### src/rtl/sdnf_pkg.sv
// Shared types, codes and constants of the segment display number formatter.
package sdnf_pkg;

  // Decimal digits of a 32-bit value; also the number of digit stages.
  localparam int unsigned NDIG = 10;
  localparam int unsigned DIG_BITS = 4 * NDIG;
  localparam int unsigned NDIG_W = 4;
  // Hex digit count after clamping, up to the largest display width.
  localparam int unsigned CNT_W = 5;

  localparam int unsigned DEF_WIDTH = 6;
  localparam int unsigned DEF_HAS_DOTS = 1;

  // Divide by ten: multiply by the reciprocal and shift.
  localparam logic [31:0] RECIP10 = 32'hCCCC_CCCD;
  localparam int unsigned RECIP_SHIFT = 35;

  localparam logic [6:0] GLYPH_SPACE = 7'h20;
  localparam logic [6:0] GLYPH_MINUS = 7'h2D;
  localparam logic [6:0] GLYPH_ZERO = 7'h30;
  localparam logic [6:0] GLYPH_NINE = 7'h39;
  localparam logic [6:0] GLYPH_A = 7'h41;

  typedef enum logic [1:0] {
    OP_UNSIGNED = 2'd0,
    OP_SIGNED   = 2'd1,
    OP_FIXED    = 2'd2,
    OP_HEX      = 2'd3
  } op_t;

  typedef enum logic [1:0] {
    DOT_LEAVE = 2'd0,
    DOT_CLEAR = 2'd1,
    DOT_LIGHT = 2'd2
  } dot_act_t;

  typedef struct packed {
    logic [1:0]  operation;
    logic [31:0] value_bits;
    logic [7:0]  decimals;
    logic [7:0]  hex_digits;
  } in_item_t;

  typedef struct packed {
    logic [2:0] cell_index;
    logic [6:0] glyph;
    logic [1:0] dot_action;
    logic [2:0] dot_index;
    logic       last;
  } out_item_t;

  // Work carried down the digit pipeline.
  typedef struct packed {
    op_t                 op;
    logic                neg;
    logic [7:0]          dec;
    logic [CNT_W-1:0]    hexn;
    logic [31:0]         hex_val;
    logic [31:0]         rem;
    logic [DIG_BITS-1:0] digits;
    logic [NDIG_W-1:0]   ndig;
  } work_t;

endpackage

### src/rtl/sdnf_format.sv
// Cell layout stage: turns digits and mode into glyphs and the dot command.
module sdnf_format #(
  parameter int unsigned WIDTH = sdnf_pkg::DEF_WIDTH,
  parameter int unsigned HAS_DOTS = sdnf_pkg::DEF_HAS_DOTS
) (
  input  logic                   clk,
  input  logic                   rst,
  input  logic                   up_valid,
  output logic                   up_stall,
  input  sdnf_pkg::work_t        up_data,
  output logic                   dn_valid,
  input  logic                   dn_stall,
  output logic [WIDTH-1:0][6:0]  dn_cells,
  output logic [1:0]             dn_act,
  output logic [2:0]             dn_dix
);
  import sdnf_pkg::*;

  localparam logic [7:0] W8 = 8'(WIDTH);

  logic                  valid;
  logic [WIDTH-1:0][6:0] cells;
  logic [1:0]            act;
  logic [2:0]            dix;
  logic [WIDTH-1:0][6:0] cells_next;
  logic [1:0]            act_next;
  logic [2:0]            dix_next;

  always_comb begin
    logic [7:0] ndig8;
    logic [7:0] hexn8;
    logic [7:0] total;
    logic [7:0] pos8;
    logic       pad;
    logic       ovf;
    logic [3:0] dg;
    logic [3:0] nib;
    int         p;
    ndig8 = 8'(up_data.ndig);
    hexn8 = 8'(up_data.hexn);
    pad = (up_data.op == OP_FIXED) && (ndig8 <= up_data.dec);
    total = pad ? 8'(up_data.dec + 8'd1) : ndig8;
    case (up_data.op)
      OP_UNSIGNED: ovf = ndig8 > W8;
      OP_SIGNED:   ovf = up_data.neg ? (ndig8 > W8 - 8'd1) : (ndig8 > W8);
      OP_FIXED:    ovf = (ndig8 > W8) || (pad && up_data.dec >= W8)
                         || (up_data.neg && total >= W8);
      OP_HEX:      ovf = 1'b0;
      default:     ovf = 1'b0;
    endcase

    for (int i = 0; i < WIDTH; i++) begin
      p = WIDTH - 1 - i;
      pos8 = 8'(p);
      dg = 4'(up_data.digits >> (4 * p));
      nib = 4'(up_data.hex_val >> (4 * p));
      if (up_data.op == OP_HEX) begin
        if (pos8 < hexn8) begin
          cells_next[i] = (nib < 4'd10) ? GLYPH_ZERO + 7'(nib) : GLYPH_A + 7'(nib - 4'd10);
        end else begin
          cells_next[i] = GLYPH_SPACE;
        end
      end else if (pos8 < ndig8) begin
        cells_next[i] = GLYPH_ZERO + 7'(dg);
      end else if (pos8 < total) begin
        cells_next[i] = GLYPH_ZERO;
      end else if (up_data.neg && pos8 == total) begin
        cells_next[i] = GLYPH_MINUS;
      end else begin
        cells_next[i] = GLYPH_SPACE;
      end
      if (ovf) begin
        cells_next[i] = (i == 0 && up_data.neg) ? GLYPH_MINUS : GLYPH_NINE;
      end
    end

    act_next = DOT_LEAVE;
    dix_next = 3'd0;
    if (up_data.op == OP_FIXED && HAS_DOTS != 0) begin
      act_next = DOT_CLEAR;
      if (!ovf && up_data.dec != 8'd0 && up_data.dec < W8) begin
        act_next = DOT_LIGHT;
        dix_next = 3'(W8 - up_data.dec);
      end
    end
  end

  assign up_stall = valid && dn_stall;
  assign dn_valid = valid;
  assign dn_cells = cells;
  assign dn_act = act;
  assign dn_dix = dix;

  always_ff @(posedge clk) begin
    if (rst) begin
      valid <= 1'b0;
    end else if (!up_stall) begin
      valid <= up_valid;
    end
  end

  always_ff @(posedge clk) begin
    if (!up_stall && up_valid) begin
      cells <= cells_next;
      act <= act_next;
      dix <= dix_next;
    end
  end

endmodule
### config.mk
export PLATFORM = sky130hd
export DESIGN_NAME = sdnf_format
export DESIGN_NICKNAME = d
export VERILOG_FILES = /design/src/rtl/sdnf_pkg.sv /design/src/rtl/sdnf_format.sv
export SDC_FILE = /design/constraint.sdc
export NUM_CORES = 1
export LEC_CHECK = 0
export BUFFER_PORTS_ARGS = -buffer_cell sky130_fd_sc_hd__buf_2
export CORE_ASPECT_RATIO = 0.8
export CORE_MARGIN = 2
export CORE_UTILIZATION = 36
export DETAILED_ROUTE_END_ITERATION = 6
export PLACE_DENSITY = 0.65
export SYNTH_ARGS = -nofsm -noshare
export SYNTH_HDL_FRONTEND = slang
export SYNTH_SLANG_ARGS = --single-unit
### constraint.sdc
create_clock -name clk -period 4.2 [get_ports clk]
set_input_delay 0.21 -clock clk [delete_from_list [all_inputs] [get_ports clk]]
set_output_delay 0.21 -clock clk [all_outputs]
set_load 0.005 [all_outputs]
==> impl_results.md <==
- Setup violations, final: 0
- Crit path arrival time: 2.44 ns
- Placer Congestion: 0.883
- Critical-path cell list: buf_2, or4_4, mux2_4, o31ai_4, a311oi_1, nor2_2, o2111ai_1
- FF-to-FF setup slack: 2.42 ns
- Xor/xnor share of the synthesized area: between 6 and 7%
- Syn Area/Cell: between 9 and 10 um2
- Largest net degree at the start of global routing: 31
- Synth Flop Type: edfxtp_1
- Slowest stage delay, CP: 0.65 ns
- Total CTS buffers: 5
- Setup TNS: 0 ns
- IO Pins: 177
- Yosys top cell area share: 39.2%
- Final min period: 2.46 ns
- CTS resizes: 0
- Hold path endpoint: dn_valid$_SDFFE_PP0N_
- Die width: about 120 um
- CP max stage cell: nor2_2
- Final #Nets: 668
- Register area: 1430 um2
- Synthesis-to-finish area growth: 24.9%
- Area contributors post-synth: edfxtp_1, ha_1, nand2_1
- First-pass GRT wire length: between 15,000 and 20,000 um
- Syn Inst Count: just under 400
- Status: finished, final reports clean
- Total core area: 9690 um2
- Hold_buf cts: 0
- Port Buf Inserts: 120
- Mux share of post-synthesis cell area: 1.25%
- Final ANT Viol Nets: 0
- CTS clock-pin slew for the worst setup and hold paths: 0.07 ns
- # DRC: 0
- Reg2reg start: dn_valid$_SDFFE_PP0N_
- RSZ-0062 raised after global routing: false
- Slew Limit Headroom: 48.0%
- Worst setup EP type: flop
- Post-synthesis compound-gate area fraction: about a fifth
- Adder-cell share of the synthesized area: between 10% and 20%
- Count leader, synth: edfxtp_1
- Full die area: 10,800 um2
- Fin. max-slew vios: 0
- Maximum clock frequency: 0.407 GHz
- Initial Util: 37.2%
- LEAKAGE: 0.00185 uW
- Final Hold Vio Count: 0
- Fill cells: 970
- Vias per cell: 5.28
- Grt ovf: 0
- Post-synth top cells: edfxtp_1, nand2_1, a21oi_1, nor2_1, ha_1
- Hold Crit Start: rst
- Number of DRC markers in iteration 0: 278
- Clk sink count: 48
- Area taken by multi-input logic gates: 2020 um2
- HP Class: in -> reg
- Clk buf depth: 2
- Post-CTS setup buffers: 0
- IR drop worst, VDD: 148 uV
- Clock root buffer: clkbuf_16
- Mapped Area: roughly 3600 um2
- PD cells: 298 nW/um2
- Crit Path Max Fanout: 16
- DR vias: 3,413
- Post-DP HPWL: 7730 um
- Warnings from Yosys: 0
- Max Clock Skew: 0.00377 ns
- Syn Nets: 553
- Final core utilization: between 40 and 50%
- Cells on Worst Hold Path: 2
- Async SR Flop Fraction: 0%
- Site Rows: 32
- Vias in the first global route: 3,118
- GRT Total Usage: 17.5%
- Die height: 93.5 um
- Worst Reg-to-Reg Cells: 3
- Count of different cell masters after synthesis: 48
- Largest family of logic cells by synthesized area: simple AND/OR/NAND/NOR gates
- RR Endpoint: dn_cells[19]$_SDFFCE_PP1P_
- 1st-pass router iterations: 5
- Sequential area share after synthesis: 39.7%
- Max Cap Viol: 0
- Final Routed Wirelength: about 9800 um
- Critical path launch point type: input port
- Ant diodes: 0
- Worst-Skew Late Latency: 0.29 ns
- Worst-Margin Slew: 0.779 ns
- CTS tree: built
- #FFs+latches synth: 48
- Buf/Inv on CP: 1
- Post-synth EDFFs: 47
- Htree depth: 2
- Leading area contributor after synthesis: edfxtp_1
- CP Class: in -> reg
- Critical path's top delay family: simple AND/OR/NAND/NOR gates
- Initial antenna violation count: 0
- Final period util: 58.5%
- Synth Area in Simple Gates: approximately a fifth
- Post-layout total power: between 1000 and 1500 uW
- Layout cells sized above 1: 26.3%
- WP data required: 4.19 ns
- Wire per inst: 15.1 um
[flip-flops by register name, summed over array words and instances, names as in the netlist]
name and count:
dn_valid 1, dn_dix 3, dn_act 2, dn_cells 42
[layout make-up]
class | instances | area share (%)
Tap cell | 136 | 3.78
Clock inverter | 3 | 0.834
Timing Repair Buffer | 123 | 13.8
Sequential cell | 48 | 31.8
Inverter | 25 | 2.08
Multi-Input combinational cell | 306 | 44.9
Clock buffer | 5 | 2.78
[logic make-up (layout without fill, tap and decap cells)]
logic type / Yosys count / in the layout
and+or+nand+nor: 141 / 141
AOI/OAI and AO/OA: 104 / 104
DFF: 48 / 48
buffers and inverters: 40 / 156
adders and majority gates: 31 / 31
xor gates and xnor gates: 26 / 26
muxes: 4 / 4
[how the worst max path moves through the flow]
stage / endpoint / cells after the start / start / slack [ns]
5_1_grt: dn_cells[39]$_SDFFCE_PP1P_ / 7 / up_data[119] / 1.64
3_5_place_dp: dn_cells[39]$_SDFFCE_PP1P_ / 7 / up_data[119] / 1.43
2_1_floorplan: dn_act[0]$_SDFFCE_PN0P_ / 2 / dn_valid$_SDFFE_PP0N_ / 1.16
6_report: dn_cells[39]$_SDFFCE_PP1P_ / 7 / up_data[119] / 1.74
4_1_cts: dn_cells[39]$_SDFFCE_PP1P_ / 7 / up_data[119] / 1.73
3_3_place_gp: dn_cells[39]$_SDFFCE_PP1P_ / 7 / up_data[119] / 1.44
[cells in the final DEF, fill, tap and decap left out, types with 2 or more instances in the layout]
cell type	netlist	final
a211oi_1	6	6
and2_1	4	4
o21a_1	2	2
nand3_1	24	24
buf_4	0	3
a31oi_1	2	2
nor3_1	10	10
a22oi_1	16	16
ha_1	31	31
nand4_1	3	3
xor2_1	18	18
nand2_1	43	43
xnor2_1	8	8
or3_1	2	2
edfxtp_1	47	47
buf_2	2	120
nand4b_1	3	3
a21o_1	8	8
clkinv_1	0	2
inv_1	25	25
nor2b_1	3	2
nor2_1	32	32
a2111oi_0	2	2
nor4_1	3	3
a21oi_1	32	32
mux2i_1	3	3
clkbuf_16	0	5
o211ai_1	3	3
o21ai_0	22	22
nand2b_1	4	4
nand3b_1	6	6
[stage by stage]
step	cell area [um2]	cells	worst slack [ns]	hold WS, ns
floorplan	3600	394	1.16	0.282
global placement	4340	638	1.44	0.372
detailed placement	4340	638	1.43	0.370
CTS	4500	646	1.73	0.0672
global route	4500	646	1.64	0.0852
finish	4500	646	1.74	0.0718
[metal layers]
| layer | global-route usage (%) | vias up | routed length (um) |
|---|---|---|---|
| met1 | 24.2 | 1567 | 4420 |
| met4 | 4.56 | 0 | 136 |
| li1 | - | 1678 | - |
| met2 | 28.3 | 159 | 4370 |
| met5 | 0 | - | 0 |
| met3 | 3.24 | 9 | 826 |
[power breakdown]
group	internal, uW	total, uW	switching [uW]
combinational	131	320	189
clock	277	452	175
sequential	564	571	7.23
total	972	1340	371
Note: power is estimated with default switching activity, not from simulation.
